--- src/rtl/core/assert_macros.svh ---
// Assertion macros shared by the servo ramp RTL.
// Each macro expects signals named clk and rst_n in the module that uses it.
`ifndef ASSERT_MACROS_SVH
`define ASSERT_MACROS_SVH

// Same-cycle implication, checked at every rising edge outside reset
`define SRP_ASSERT_IMP(label, ante, cons) \
    label: assert property (@(posedge clk) disable iff (!rst_n) (ante) |-> (cons)) \
        else $error("servo ramp check failed");

// Next-cycle implication
`define SRP_ASSERT_NXT(label, ante, cons) \
    label: assert property (@(posedge clk) disable iff (!rst_n) (ante) |=> (cons)) \
        else $error("servo ramp check failed");

`endif

--- src/rtl/core/srp_pkg.sv ---
// Package for the servo ramp interpolator: widths, reset values, register
// indexes, payload structs and the divider request/response types. No dependencies.
package srp_pkg;

    // Servo slots and the number actually driven
    localparam int SERVO_SLOTS    = 5;
    localparam int NUM_SERVOS     = 5;
    localparam int MAX_RAMP_STEPS = 63;

    // Field widths
    localparam int ANG_W      = 8;
    localparam int STEP_W     = 6;
    localparam int DUTY_W     = 14;
    localparam int CFG_W      = 14;
    localparam int IDX_W      = 3;
    localparam int SERVO_W    = 3;
    localparam int DIFF_W     = ANG_W + 1;
    localparam int SPAN_OUT_W = DUTY_W + 1;
    localparam int PROD_W     = DIFF_W + SPAN_OUT_W;
    // magnitude of (angle - angle_min) * span_out stays below 2^22
    localparam int DIV_W      = 22;
    localparam int DIVR_W     = ANG_W;
    localparam int CNT_W      = $clog2(DIV_W);
    localparam int PULSE_W    = DIV_W + 3;

    // Register indexes on the write port
    localparam logic [IDX_W-1:0] REG_RAMP_STEPS = 3'd0;
    localparam logic [IDX_W-1:0] REG_ANGLE_MIN  = 3'd1;
    localparam logic [IDX_W-1:0] REG_ANGLE_MAX  = 3'd2;
    localparam logic [IDX_W-1:0] REG_PULSE_MIN  = 3'd3;
    localparam logic [IDX_W-1:0] REG_PULSE_MAX  = 3'd4;

    // Reset values of the registers
    localparam logic [STEP_W-1:0] RAMP_STEPS_RST = 6'd10;
    localparam logic [ANG_W-1:0]  ANGLE_MIN_RST  = 8'd0;
    localparam logic [ANG_W-1:0]  ANGLE_MAX_RST  = 8'd180;
    localparam logic [DUTY_W-1:0] PULSE_MIN_RST  = 14'd410;
    localparam logic [DUTY_W-1:0] PULSE_MAX_RST  = 14'd2048;

    // Input request: one target pose
    typedef struct packed {
        logic [ANG_W-1:0] target_a;
        logic [ANG_W-1:0] target_b;
        logic [ANG_W-1:0] target_c;
        logic [ANG_W-1:0] target_d;
        logic [ANG_W-1:0] target_e;
    } in_item_t;

    // Output request: one ramp step
    typedef struct packed {
        logic [DUTY_W-1:0] duty_a;
        logic [DUTY_W-1:0] duty_b;
        logic [DUTY_W-1:0] duty_c;
        logic [DUTY_W-1:0] duty_d;
        logic [DUTY_W-1:0] duty_e;
        logic [STEP_W-1:0] ramp_index;
        logic              last_step;
    } out_item_t;

    // Divider control
    typedef struct packed {
        logic              start;
        logic [DIV_W-1:0]  dividend;
        logic [DIVR_W-1:0] divisor;
    } div_req_t;

    typedef struct packed {
        logic              done;
        logic [DIV_W-1:0]  quotient;
        logic [DIVR_W-1:0] remainder;
    } div_rsp_t;

endpackage

--- src/rtl/core/srp_div.sv ---
// Shared unsigned restoring divider, one quotient bit per cycle.
// Depends on srp_pkg for widths and the request/response structs.
module srp_div (
    input  logic              clk,
    input  logic              rst_n,
    input  srp_pkg::div_req_t req,
    output srp_pkg::div_rsp_t rsp
);

    logic                         busy_reg, busy_next;
    logic                         done_reg, done_next;
    logic [srp_pkg::CNT_W-1:0]    cnt_reg, cnt_next;
    logic [srp_pkg::DIV_W-1:0]    quo_reg, quo_next;
    logic [srp_pkg::DIVR_W-1:0]   rem_reg, rem_next;
    logic [srp_pkg::DIVR_W-1:0]   dsr_reg, dsr_next;
    logic [srp_pkg::DIVR_W:0]     trial;
    logic [srp_pkg::DIVR_W:0]     trial_sub;
    logic                         fits;

    // Trial subtraction of the divisor from the partial remainder
    assign trial     = {rem_reg, quo_reg[srp_pkg::DIV_W-1]};
    assign trial_sub = trial - {1'b0, dsr_reg};
    assign fits      = (trial >= {1'b0, dsr_reg});

    // Iteration control and datapath
    always_comb
    begin
        busy_next = busy_reg;
        done_next = 1'b0;
        cnt_next  = cnt_reg;
        quo_next  = quo_reg;
        rem_next  = rem_reg;
        dsr_next  = dsr_reg;
        priority if (req.start)
        begin
            busy_next = 1'b1;
            cnt_next  = srp_pkg::CNT_W'(srp_pkg::DIV_W - 1);
            quo_next  = req.dividend;
            rem_next  = '0;
            dsr_next  = req.divisor;
        end
        else if (busy_reg)
        begin
            quo_next = {quo_reg[srp_pkg::DIV_W-2:0], fits};
            rem_next = fits ? trial_sub[srp_pkg::DIVR_W-1:0] : trial[srp_pkg::DIVR_W-1:0];
            if (cnt_reg == '0)
            begin
                busy_next = 1'b0;
                done_next = 1'b1;
            end
            else
            begin
                cnt_next = cnt_reg - 1'b1;
            end
        end
    end

    // Control state
    always_ff @(posedge clk or negedge rst_n)
    begin
        if (!rst_n)
        begin
            busy_reg <= 1'b0;
            done_reg <= 1'b0;
            cnt_reg  <= '0;
        end
        else
        begin
            busy_reg <= busy_next;
            done_reg <= done_next;
            cnt_reg  <= cnt_next;
        end
    end

    // Operands and partial results
    always_ff @(posedge clk)
    begin
        quo_reg <= quo_next;
        rem_reg <= rem_next;
        dsr_reg <= dsr_next;
    end

    assign rsp.done      = done_reg;
    assign rsp.quotient  = quo_reg;
    assign rsp.remainder = rem_reg;

endmodule

--- src/rtl/core/servo_ramp_pwm_interpolator.sv ---
// Servo pose ramp interpolator, on srp_pkg, srp_div and assert_macros.svh: angles to PWM duty.
// Each pose gives ramp_steps+1 results, zero counting as one; each result is computed only
// after the previous one is taken, by the shared restoring divider (22-bit quotient), two
// divisions per servo, one when angle_max equals angle_min. One pose at a time: in_stall
// stays high until the last result of a pose is taken.
// Reset: registers return to defaults, stored pose to zero, no result pending.
`include "assert_macros.svh"

module servo_ramp_pwm_interpolator (
    input  logic                       clk,
    input  logic                       rst_n,
    input  logic                       cfg_we,
    input  logic [srp_pkg::IDX_W-1:0]  cfg_index,
    input  logic [srp_pkg::CFG_W-1:0]  cfg_wdata,
    input  logic                       in_valid,
    output logic                       in_stall,
    input  srp_pkg::in_item_t          in_data,
    output logic                       out_valid,
    input  logic                       out_stall,
    output srp_pkg::out_item_t         out_data
);

    // Sequencer states
    localparam logic [2:0] ST_IDLE   = 3'd0;
    localparam logic [2:0] ST_MUL_A  = 3'd1;
    localparam logic [2:0] ST_GO_A   = 3'd2;
    localparam logic [2:0] ST_WAIT_A = 3'd3;
    localparam logic [2:0] ST_MUL_B  = 3'd4;
    localparam logic [2:0] ST_GO_B   = 3'd5;
    localparam logic [2:0] ST_WAIT_B = 3'd6;
    localparam logic [2:0] ST_OUT    = 3'd7;

    localparam logic [srp_pkg::SERVO_W-1:0] LAST_SERVO =
        srp_pkg::SERVO_W'(srp_pkg::NUM_SERVOS - 1);

    // Configuration registers
    logic [srp_pkg::STEP_W-1:0] ramp_steps_reg;
    logic [srp_pkg::ANG_W-1:0]  angle_min_reg;
    logic [srp_pkg::ANG_W-1:0]  angle_max_reg;
    logic [srp_pkg::DUTY_W-1:0] pulse_min_reg;
    logic [srp_pkg::DUTY_W-1:0] pulse_max_reg;

    // Sequencer and per-pose state
    logic [2:0]                   state_reg, state_next;
    logic [srp_pkg::SERVO_W-1:0]  servo_reg, servo_next;
    logic [srp_pkg::STEP_W-1:0]   k_reg, k_next;
    logic [srp_pkg::STEP_W-1:0]   steps_reg, steps_next;
    logic [srp_pkg::ANG_W-1:0]    prev_reg [srp_pkg::SERVO_SLOTS];
    logic [srp_pkg::ANG_W-1:0]    prev_next [srp_pkg::SERVO_SLOTS];
    logic [srp_pkg::ANG_W-1:0]    base_reg [srp_pkg::SERVO_SLOTS];
    logic [srp_pkg::ANG_W-1:0]    base_next [srp_pkg::SERVO_SLOTS];
    logic signed [srp_pkg::DIFF_W-1:0] diff_reg [srp_pkg::SERVO_SLOTS];
    logic signed [srp_pkg::DIFF_W-1:0] diff_next [srp_pkg::SERVO_SLOTS];
    logic [srp_pkg::DUTY_W-1:0]   duty_reg [srp_pkg::SERVO_SLOTS];
    logic [srp_pkg::DUTY_W-1:0]   duty_next [srp_pkg::SERVO_SLOTS];
    logic [srp_pkg::DUTY_W-1:0]   duty_out [srp_pkg::SERVO_SLOTS];
    logic [srp_pkg::ANG_W-1:0]    ang_reg, ang_next;
    logic signed [srp_pkg::PROD_W-1:0] prod_reg, prod_next;

    logic [srp_pkg::ANG_W-1:0]    tgt [srp_pkg::SERVO_SLOTS];
    logic [srp_pkg::STEP_W-1:0]   steps_eff;
    logic                         accept;

    // Shared multiplier
    logic signed [srp_pkg::DIFF_W-1:0]     mul_a;
    logic signed [srp_pkg::SPAN_OUT_W-1:0] mul_b;
    logic signed [srp_pkg::PROD_W-1:0]     mul_p;

    // Mapping spans
    logic signed [srp_pkg::DIFF_W-1:0]     span_in;
    logic signed [srp_pkg::SPAN_OUT_W-1:0] span_out;
    logic                                  span_in_zero;
    logic [srp_pkg::DIFF_W-1:0]            span_in_abs;

    // Divider operands and result shaping
    srp_pkg::div_req_t            div_req;
    srp_pkg::div_rsp_t            div_rsp;
    logic                         prod_neg;
    logic [srp_pkg::PROD_W-1:0]   prod_abs;
    logic                         rem_nz;
    logic [srp_pkg::ANG_W+1:0]    qa_ext;
    logic [srp_pkg::ANG_W+1:0]    qa_adj;
    logic [srp_pkg::ANG_W+1:0]    floor_term;
    logic [srp_pkg::ANG_W+1:0]    ang_sum;
    logic [srp_pkg::PULSE_W-1:0]  q_ext;
    logic [srp_pkg::PULSE_W-1:0]  q_sgn;
    logic [srp_pkg::PULSE_W-1:0]  pulse_sum;
    logic                         pulse_neg;
    logic                         pulse_over;
    logic [srp_pkg::DUTY_W-1:0]   duty_new;

    srp_div u_div (
        .clk   (clk),
        .rst_n (rst_n),
        .req   (div_req),
        .rsp   (div_rsp)
    );

    // Configuration writes; indexes beyond the list are dropped
    always_ff @(posedge clk or negedge rst_n)
    begin
        if (!rst_n)
        begin
            ramp_steps_reg <= srp_pkg::RAMP_STEPS_RST;
            angle_min_reg  <= srp_pkg::ANGLE_MIN_RST;
            angle_max_reg  <= srp_pkg::ANGLE_MAX_RST;
            pulse_min_reg  <= srp_pkg::PULSE_MIN_RST;
            pulse_max_reg  <= srp_pkg::PULSE_MAX_RST;
        end
        else if (cfg_we)
        begin
            unique case (cfg_index)
                srp_pkg::REG_RAMP_STEPS: ramp_steps_reg <= cfg_wdata[srp_pkg::STEP_W-1:0];
                srp_pkg::REG_ANGLE_MIN:  angle_min_reg  <= cfg_wdata[srp_pkg::ANG_W-1:0];
                srp_pkg::REG_ANGLE_MAX:  angle_max_reg  <= cfg_wdata[srp_pkg::ANG_W-1:0];
                srp_pkg::REG_PULSE_MIN:  pulse_min_reg  <= cfg_wdata[srp_pkg::DUTY_W-1:0];
                srp_pkg::REG_PULSE_MAX:  pulse_max_reg  <= cfg_wdata[srp_pkg::DUTY_W-1:0];
                default: ;
            endcase
        end
    end

    // Effective step count: zero means one, clamp at the maximum
    always_comb
    begin
        priority if (ramp_steps_reg == '0)
            steps_eff = srp_pkg::STEP_W'(1);
        else if (ramp_steps_reg > srp_pkg::STEP_W'(srp_pkg::MAX_RAMP_STEPS))
            steps_eff = srp_pkg::STEP_W'(srp_pkg::MAX_RAMP_STEPS);
        else
            steps_eff = ramp_steps_reg;
    end

    assign tgt[0] = in_data.target_a;
    assign tgt[1] = in_data.target_b;
    assign tgt[2] = in_data.target_c;
    assign tgt[3] = in_data.target_d;
    assign tgt[4] = in_data.target_e;

    assign in_stall = (state_reg != ST_IDLE);
    assign accept   = in_valid && (state_reg == ST_IDLE);

    // Spans of the linear map
    assign span_in      = $signed({1'b0, angle_max_reg}) - $signed({1'b0, angle_min_reg});
    assign span_out     = $signed({1'b0, pulse_max_reg}) - $signed({1'b0, pulse_min_reg});
    assign span_in_zero = (span_in == '0);
    assign span_in_abs  = span_in[srp_pkg::DIFF_W-1] ? (~span_in + 1'b1) : span_in;

    // Multiplier operands: diff*k for the ramp, offset*span_out for the map
    always_comb
    begin
        if (state_reg == ST_MUL_B)
        begin
            mul_a = $signed({1'b0, ang_reg}) - $signed({1'b0, angle_min_reg});
            mul_b = span_out;
        end
        else
        begin
            mul_a = diff_reg[servo_reg];
            mul_b = $signed({{(srp_pkg::SPAN_OUT_W - srp_pkg::STEP_W){1'b0}}, k_reg});
        end
    end

    assign mul_p = mul_a * mul_b;

    // Divider request from the registered product
    assign prod_neg = prod_reg[srp_pkg::PROD_W-1];
    assign prod_abs = prod_neg ? (~prod_reg + 1'b1) : prod_reg;

    assign div_req.start    = (state_reg == ST_GO_A) || (state_reg == ST_GO_B);
    assign div_req.dividend = prod_abs[srp_pkg::DIV_W-1:0];
    assign div_req.divisor  = (state_reg == ST_GO_A)
                              ? {{(srp_pkg::DIVR_W - srp_pkg::STEP_W){1'b0}}, steps_reg}
                              : span_in_abs[srp_pkg::DIVR_W-1:0];

    // Floor of diff*k/steps, added to the base angle
    assign rem_nz     = (div_rsp.remainder != '0);
    assign qa_ext     = {2'b00, div_rsp.quotient[srp_pkg::ANG_W-1:0]};
    assign qa_adj     = qa_ext + {{(srp_pkg::ANG_W + 1){1'b0}}, rem_nz};
    assign floor_term = prod_neg ? (~qa_adj + 1'b1) : qa_ext;
    assign ang_sum    = {2'b00, base_reg[servo_reg]} + floor_term;

    // Truncated quotient of the map, offset by pulse_min and saturated
    assign q_ext      = {3'b000, div_rsp.quotient};
    assign q_sgn      = (prod_neg ^ span_in[srp_pkg::DIFF_W-1]) ? (~q_ext + 1'b1) : q_ext;
    assign pulse_sum  = {{(srp_pkg::PULSE_W - srp_pkg::DUTY_W){1'b0}}, pulse_min_reg} + q_sgn;
    assign pulse_neg  = pulse_sum[srp_pkg::PULSE_W-1];
    assign pulse_over = |pulse_sum[srp_pkg::PULSE_W-2:srp_pkg::DUTY_W];

    always_comb
    begin
        priority if (pulse_neg)
            duty_new = '0;
        else if (pulse_over)
            duty_new = '1;
        else
            duty_new = pulse_sum[srp_pkg::DUTY_W-1:0];
    end

    // Sequencer
    always_comb
    begin
        state_next = state_reg;
        servo_next = servo_reg;
        k_next     = k_reg;
        steps_next = steps_reg;
        prev_next  = prev_reg;
        base_next  = base_reg;
        diff_next  = diff_reg;
        duty_next  = duty_reg;
        ang_next   = ang_reg;
        prod_next  = prod_reg;

        unique case (state_reg)
            ST_IDLE:
            begin
                if (in_valid)
                begin
                    for (int j = 0; j < srp_pkg::SERVO_SLOTS; j++)
                    begin
                        if (j < srp_pkg::NUM_SERVOS)
                        begin
                            base_next[j] = prev_reg[j];
                            diff_next[j] = $signed({1'b0, tgt[j]}) - $signed({1'b0, prev_reg[j]});
                            prev_next[j] = tgt[j];
                        end
                        else
                        begin
                            base_next[j] = '0;
                            diff_next[j] = '0;
                        end
                    end
                    servo_next = '0;
                    k_next     = '0;
                    steps_next = steps_eff;
                    state_next = ST_MUL_A;
                end
            end
            ST_MUL_A:
            begin
                prod_next  = mul_p;
                state_next = ST_GO_A;
            end
            ST_GO_A:
            begin
                state_next = ST_WAIT_A;
            end
            ST_WAIT_A:
            begin
                if (div_rsp.done)
                begin
                    ang_next = ang_sum[srp_pkg::ANG_W-1:0];
                    if (span_in_zero)
                    begin
                        duty_next[servo_reg] = pulse_min_reg;
                        if (servo_reg == LAST_SERVO)
                        begin
                            state_next = ST_OUT;
                        end
                        else
                        begin
                            servo_next = servo_reg + 1'b1;
                            state_next = ST_MUL_A;
                        end
                    end
                    else
                    begin
                        state_next = ST_MUL_B;
                    end
                end
            end
            ST_MUL_B:
            begin
                prod_next  = mul_p;
                state_next = ST_GO_B;
            end
            ST_GO_B:
            begin
                state_next = ST_WAIT_B;
            end
            ST_WAIT_B:
            begin
                if (div_rsp.done)
                begin
                    duty_next[servo_reg] = duty_new;
                    if (servo_reg == LAST_SERVO)
                    begin
                        state_next = ST_OUT;
                    end
                    else
                    begin
                        servo_next = servo_reg + 1'b1;
                        state_next = ST_MUL_A;
                    end
                end
            end
            ST_OUT:
            begin
                if (!out_stall)
                begin
                    if (k_reg == steps_reg)
                    begin
                        state_next = ST_IDLE;
                    end
                    else
                    begin
                        k_next     = k_reg + 1'b1;
                        servo_next = '0;
                        state_next = ST_MUL_A;
                    end
                end
            end
            default:
            begin
                state_next = ST_IDLE;
            end
        endcase
    end

    // Control state and stored pose
    always_ff @(posedge clk or negedge rst_n)
    begin
        if (!rst_n)
        begin
            state_reg <= ST_IDLE;
            servo_reg <= '0;
            k_reg     <= '0;
            steps_reg <= srp_pkg::STEP_W'(1);
            for (int j = 0; j < srp_pkg::SERVO_SLOTS; j++)
            begin
                prev_reg[j] <= '0;
            end
        end
        else
        begin
            state_reg <= state_next;
            servo_reg <= servo_next;
            k_reg     <= k_next;
            steps_reg <= steps_next;
            prev_reg  <= prev_next;
        end
    end

    // Datapath registers
    always_ff @(posedge clk)
    begin
        base_reg <= base_next;
        diff_reg <= diff_next;
        duty_reg <= duty_next;
        ang_reg  <= ang_next;
        prod_reg <= prod_next;
    end

    // Result; servos beyond the used count read as zero
    always_comb
    begin
        for (int j = 0; j < srp_pkg::SERVO_SLOTS; j++)
        begin
            duty_out[j] = (j < srp_pkg::NUM_SERVOS) ? duty_reg[j] : '0;
        end
    end

    assign out_valid           = (state_reg == ST_OUT);
    assign out_data.duty_a     = duty_out[0];
    assign out_data.duty_b     = duty_out[1];
    assign out_data.duty_c     = duty_out[2];
    assign out_data.duty_d     = duty_out[3];
    assign out_data.duty_e     = duty_out[4];
    assign out_data.ramp_index = k_reg;
    assign out_data.last_step  = (k_reg == steps_reg);

    // Checks
    `SRP_ASSERT_NXT(a_accept_starts_ramp, accept,
        (state_reg == ST_MUL_A) && (k_reg == '0) && (servo_reg == '0))
    `SRP_ASSERT_IMP(a_div_done_in_wait, div_rsp.done,
        (state_reg == ST_WAIT_A) || (state_reg == ST_WAIT_B))
    `SRP_ASSERT_NXT(a_step_advances, out_valid && !out_stall && !out_data.last_step,
        k_reg == ($past(k_reg) + 1'b1))
    `SRP_ASSERT_IMP(a_steps_nonzero, state_reg != ST_IDLE, steps_reg != '0)

endmodule

--- config.mk ---
export PLATFORM = sky130hd
export DESIGN_NAME = servo_ramp_pwm_interpolator
export DESIGN_NICKNAME = d
export VERILOG_FILES = /design/src/rtl/core/srp_pkg.sv /design/src/rtl/core/srp_div.sv /design/src/rtl/core/servo_ramp_pwm_interpolator.sv
export VERILOG_INCLUDE_DIRS = /design/src /design/src/rtl/core
export SDC_FILE = /design/constraint.sdc
export NUM_CORES = 1
export LEC_CHECK = 0
export BUFFER_PORTS_ARGS = -buffer_cell sky130_fd_sc_hd__buf_2
export CAP_MARGIN = 10
export CELL_PAD_IN_SITES_DETAIL_PLACEMENT = 0
export CELL_PAD_IN_SITES_GLOBAL_PLACEMENT = 1
export CORE_ASPECT_RATIO = 0.5
export CORE_UTILIZATION = 54
export DETAILED_ROUTE_END_ITERATION = 12
export PLACE_DENSITY_LB_ADDON = 0.3
export SLEW_MARGIN = 10
export SYNTH_ARGS = -nofsm -noshare
export SYNTH_HDL_FRONTEND = slang
export SYNTH_SLANG_ARGS = --single-unit
--- constraint.sdc ---
create_clock -name clk -period 17.24 [get_ports clk]
set_clock_uncertainty 0.1 [all_clocks]
set_input_delay 2.586 -clock clk [delete_from_list [all_inputs] [get_ports clk]]
set_output_delay 2.586 -clock clk [all_outputs]
set_load 0.02 [all_outputs]
* Word-level counts from Yosys, hierarchy flattened *
Cells that the tools add are included.

storage, ports and cells
  register bits = 340
  input port bits = 62
  output and inout port bits = 79

operators by class
  $add $sub $neg = 19
  multipliers = 1
  order comparisons = 4
  eq/ne operators = 20
  mux-type cells = 57
  bitwise gates (word level) = 6
  reductions and logical operators = 27

operators with widths
  operator               count
  $mux 70                3
  $bwmux 70              2
  $pmux 70 s2            1
  $mux 22                3
  $sub 8x8->9            7
  $demux 14 s3           1
  $mux 14                3
  $mux 8                 5
  $mux 3                 13
  $mux 6                 6
  $bmux 9 s3             1
  $mux 9                 3
  $add 14x25->25         1
  $add 25x1->25 const B  1
  $mux 25                1
  $not 22->25            1
  $bmux 8 s3             1
  $mul 9x15->24          1
  $pmux 3 s8             1
  $add 22x1->22 const B  1
  $not 22->22            1
  $eq 3x3->1 const B     6
  $add 8x1->8 const B    2
  $not 8->8              2
  38 further kinds       67

* Longest topological paths before layout *
  depth in word-level cells = 10
  gate-level depth with buffers = 32
  depth with buffers taken out = 32

* Modules after synthesis *
A second synthesis with hierarchy kept.

second synthesis, totals
  cell total of the unflattened synthesis = 2428
  area total of the unflattened synthesis = 24458.5 um^2

modules (own cells, without submodules)
  module                       instances  cells an instance  area an instance (um^2)  seq. area each (um^2)
  servo_ramp_pwm_interpolator  1          2230               22098.7                  8304.2
  srp_div                      1          198                2359.8                   1236.2

* Worst setup path after synthesis *
OpenSTA, ideal clock, no wires.

  path type = flip-flop to flip-flop
  from = register pulse_min_reg[0] (netlist name)
  to = register prod_reg[21] (netlist name), data pin
  arrival = 6.920 ns
  data required time = 16.882 ns
  slack = 9.962 ns
  cell stages (with the launch flop) = 31
  path buffers = 0
  clock period less this slack = 7.278 ns
  cell sequence = dfrtp_1 > ha_1 > fa_1 > nor2b_1 > o21ai_0 > a21boi_0 > o21ai_0 > a21boi_0 > o21ai_0 > nor2b_1 > xnor2_1 > and2_1 > nand2_1 > fa_1 > inv_1 > fa_1 > fa_1 > fa_1 > inv_1 > fa_1 > inv_1 > ha_1 > a21oi_1 > o21ai_0 > o41ai_1 > o2111ai_1 > a31oi_1 > nor2b_1 > o21ai_0 > nor2b_1 > xnor2_1

on the way
  word-level cells in the longest chain between the ends = 3

ends and longest elaborated chain
  element                   RTL line                            RTL
  start: declaration        servo_ramp_pwm_interpolator.sv:40   logic [srp_pkg::DUTY_W-1:0] pulse_min_reg;
  start signal: assignment  servo_ramp_pwm_interpolator.sv:107  pulse_min_reg <= srp_pkg::PULSE_MIN_RST;
  start signal: assignment  servo_ramp_pwm_interpolator.sv:116  srp_pkg::REG_PULSE_MIN: pulse_min_reg <= cfg_wdata[srp_pkg::DUTY_W-1:0];
  $sub 14x14->15            servo_ramp_pwm_interpolator.sv:145  assign span_out = $signed({1'b0, pulse_max_reg}) - $signed({1'b0, pulse_min_reg});
  $mux 15                   servo_ramp_pwm_interpolator.sv:152  if (state_reg == ST_MUL_B)
  $mul 9x15->24             servo_ramp_pwm_interpolator.sv:164  assign mul_p = mul_a * mul_b;
  via mul_p (one bit)       servo_ramp_pwm_interpolator.sv:67   logic signed [srp_pkg::PROD_W-1:0] mul_p;
  end signal: assignment    servo_ramp_pwm_interpolator.sv:351  prod_reg <= prod_next;
  end: declaration          servo_ramp_pwm_interpolator.sv:58   logic signed [srp_pkg::PROD_W-1:0] prod_reg, prod_next;

The timed path passes the listed nets, and every way through them passes these cells.
A chain may end at the register's enable or synchronous reset.

* Worst setup path after layout *
  from = register angle_min_reg[1] (netlist name)
  to = register prod_reg[23] (netlist name), data pin

on the way
  word-level cells in the longest chain between the ends = 3

ends and longest elaborated chain
  element                   RTL line                            RTL
  start: declaration        servo_ramp_pwm_interpolator.sv:38   logic [srp_pkg::ANG_W-1:0] angle_min_reg;
  start signal: assignment  servo_ramp_pwm_interpolator.sv:105  angle_min_reg <= srp_pkg::ANGLE_MIN_RST;
  start signal: assignment  servo_ramp_pwm_interpolator.sv:114  srp_pkg::REG_ANGLE_MIN: angle_min_reg <= cfg_wdata[srp_pkg::ANG_W-1:0];
  $sub 8x8->9               servo_ramp_pwm_interpolator.sv:154  mul_a = $signed({1'b0, ang_reg}) - $signed({1'b0, angle_min_reg});
  $mux 9                    servo_ramp_pwm_interpolator.sv:152
  $mul 9x15->24             servo_ramp_pwm_interpolator.sv:164
  via mul_p (one bit)       servo_ramp_pwm_interpolator.sv:67

The timed path passes the listed nets, and every way through them passes these cells.

==> results.toml <==
[routing]
wl_per_cell_um = 20.1
drt-pass1-iter-count = 5
vias = 17500
drt-initial-drc-count = 1379
wl_um = 61400
ant_nets = 0
drc = 0
viasPerCell = 5.72

[worst_setup_path]
start_kind = "flip-flop"
crit_arrival_ps = 8530
max_stage_delay_ps = 690
crit_path_top_delay_cell = "o41ai_1"
critical_path_class = "reg2reg"
required_ps = 17410
end_kind = "flip-flop"
path_max_fanout = 13

[grt]
grt_pass1_vias = 16800
antenna_found_initial = 0
grt_util_met1_pct = 39.0
groute.usage.overall_pct = 27.7
grt_pass1_wl_um = 95400
grt_use_met3_pct = 6.64
globalRouteMet2Util_pct = 43.1
grt_max_degree = 93
grt_overflow = 0
top_usage_layer = "met2"

[clocking]
cts_sinks = 339
post_cts_resized = 0
cts.clk_slew.worst_paths_ps = 60
cts_buffer_depth = 3
cts-root-buf = "clkbuf_16"
htree_levels = 2
cts_tree = "done"
numCtsBuffers = 34
cts_setup_buffers = 0
cts_hold_buf = 0
clock_latency_ps = 540

[floorplan]
die_w_um = 300
pin_count = 141
initial_core_util_pct = 54.9
coreArea_um2 = 43700
rows = 54
die_h_um = 151
dieArea_um2 = 45300

[sta]
slew_viol_final = 0
fin_ws_ps = 8880
slew_headroom_pct = 23.8
worstMarginPinSlew_ps = 1140
rsz0062_at_grt = "false"
fmax_ghz = 0.120
timing.final.crit_share_pct = 48.5
setup_viol = 0
finalSetupTns_ps = 0
finalHoldViolations = 0
hold_slack_ps = 336
finalCriticalPeriod_ps = 8360

[finish]
largest_reg_flops = 70
final_common_cell = "inv_1"
design_area_um2 = 26300
antennaDiodeCount = 0
drive_gt1_share_pct = 13.7
layout.nets = 2790
multiInputGateArea_um2 = 13100
fillers = 3742
seq_area_um2 = 9540
area_growth_pct = 9.45
final_cell_mix = "inv_1, edfxtp_1, nand2_1"

[yosys]
synth_edf_count = 216
ys_ff_latch = 339
synth-compound-area-share_pct = 13.0
syn-num-nets = 2671
yosys.cell_types.count = 91
yosysTopAreaCell = "edfxtp_1"
synth_top_family_by_area = "adder cells"
synth-xor-area-share_pct = 5.96
netlist_area_um2 = 24000
synthAdderAreaFrac_pct = 18.6
yosys.area_share.simple_pct = 13.0
avgSynthCellArea_um2 = 10.3
synth_top_area_share_pct = 27.0
synth.area.mux_share_pct = 3.90
synth-warning-count = 0
synth_area_leaders = "edfxtp_1, dfrtp_1, fa_1"
yosysSeqAreaShare_pct = 39.8
synth_ff_type = "edfxtp_1"
postSynthCellCount = 2326
ys_async_sr_fraction_pct = 33.9

[placement]
place_ws_ps = 8960
io_buffers = 140
dp_hpwl_um = 47100
routabilityCongestion = 0.945
placed_cell_area_um2 = 25200

[pwr]
cellPowerDensity_nw_per_um2 = 185
leakagePower_uw = 0.0114
peakVddDrop_mv = 0.0918

[flow_run]
drv_cap = 0

[run_status]
status = "finished, final reports clean"

[hold_path]
hold_class = "reg2reg"
-- where the power goes --
part	total, uW	switching, uW	internal (uW)	leakage, uW
logic	2770	1720	1050	0.00741
clock network	704	324	380	0.000504
registers	1390	184	1200	0.00346
total	4860	2230	2630	0.0114
-- cell usage after synthesis (10+ instances only) --
library cell	count
fa_1	123
a21o_1	38
nand3_1	30
nor2b_1	34
nand2b_1	25
xor2_1	79
nor3_1	39
a21boi_0	10
dfrtp_1	102
inv_1	241
o21ai_0	144
a21oi_1	93
xnor2_1	81
dfstp_2	13
a211oi_1	78
mux2_2	61
nand2_1	213
nor4_1	13
and3_1	17
o31ai_1	15
clkbuf_1	62
mux2i_1	18
edfxtp_1	216
ha_1	160
a31oi_1	10
nor2_1	186
or3_1	15
and2_1	19
-- path summary, 6_finish.rpt --
kind                                         startpoint                            to  cells past startpoint  slack [ps]
setup / recovery           angle_min_reg[1]$_DFFE_PN0P_        prod_reg[23]$_DFFE_PP_                     30        8880
hold / removal                 prev_reg[11]$_DFFE_PN0P_        base_reg[11]$_DFFE_PP_                      0         340
setup reg to reg           angle_min_reg[1]$_DFFE_PN0P_        prod_reg[23]$_DFFE_PP_                     30        8880
hold reg to reg                prev_reg[11]$_DFFE_PN0P_        base_reg[11]$_DFFE_PP_                      0         340
max in group asynchronous                         rst_n  pulse_min_reg[9]$_DFFE_PN0P_                      2       13640
min in group asynchronous                         rst_n      prev_reg[33]$_DFFE_PN0P_                      1        1950
-- critical path: cells and delay by family, from the launching register on --
family	cells	cell delay, ps
AOI/OAI and AO/OA	12	2820
xor gates and xnor gates	1	140
adders and majority gates	7	3160
buffers and inverters	5	560
DFF	1	370
muxes	1	290
and+or+nand+nor	4	660
-- layout make-up --
type / count / area share (%)
Sequential cell: 339 / 36.3
Tap cell: 588 / 2.80
Multi-Input combinational cell: 1658 / 50.0
Clock buffer: 43 / 3.49
Clock inverter: 17 / 0.405
Timing Repair Buffer: 170 / 3.54
Inverter: 242 / 3.46
-- through the flow --
stage	std cells	utilization [%]	power (uW)
after floorplan	2326	-	3380
after global placement	2997	57.7	4080
after detailed placement	2997	57.7	4120
after CTS	3057	60.0	4840
after global routing	3057	60.0	5230
final	3057	60.0	4860
-- logic make-up after synthesis --
group,after synthesis
AOI/OAI and AO/OA,485
xor gates and xnor gates,161
adders and majority gates,283
buffers and inverters,329
and+or+nand+nor,647
DFF,339
muxes,82
-- routing by layer --
metal / up-vias / part of all wire, % / wire length (um)
li1: 8344 / - / -
met1: 8542 / 46 / 28100
met2: 526 / 44 / 26900
met3: 81 / 7.9 / 4830
met4: 3 / 2.4 / 1480
met5: - / 0.18 / 109
(Power assumes the default switching activity.)
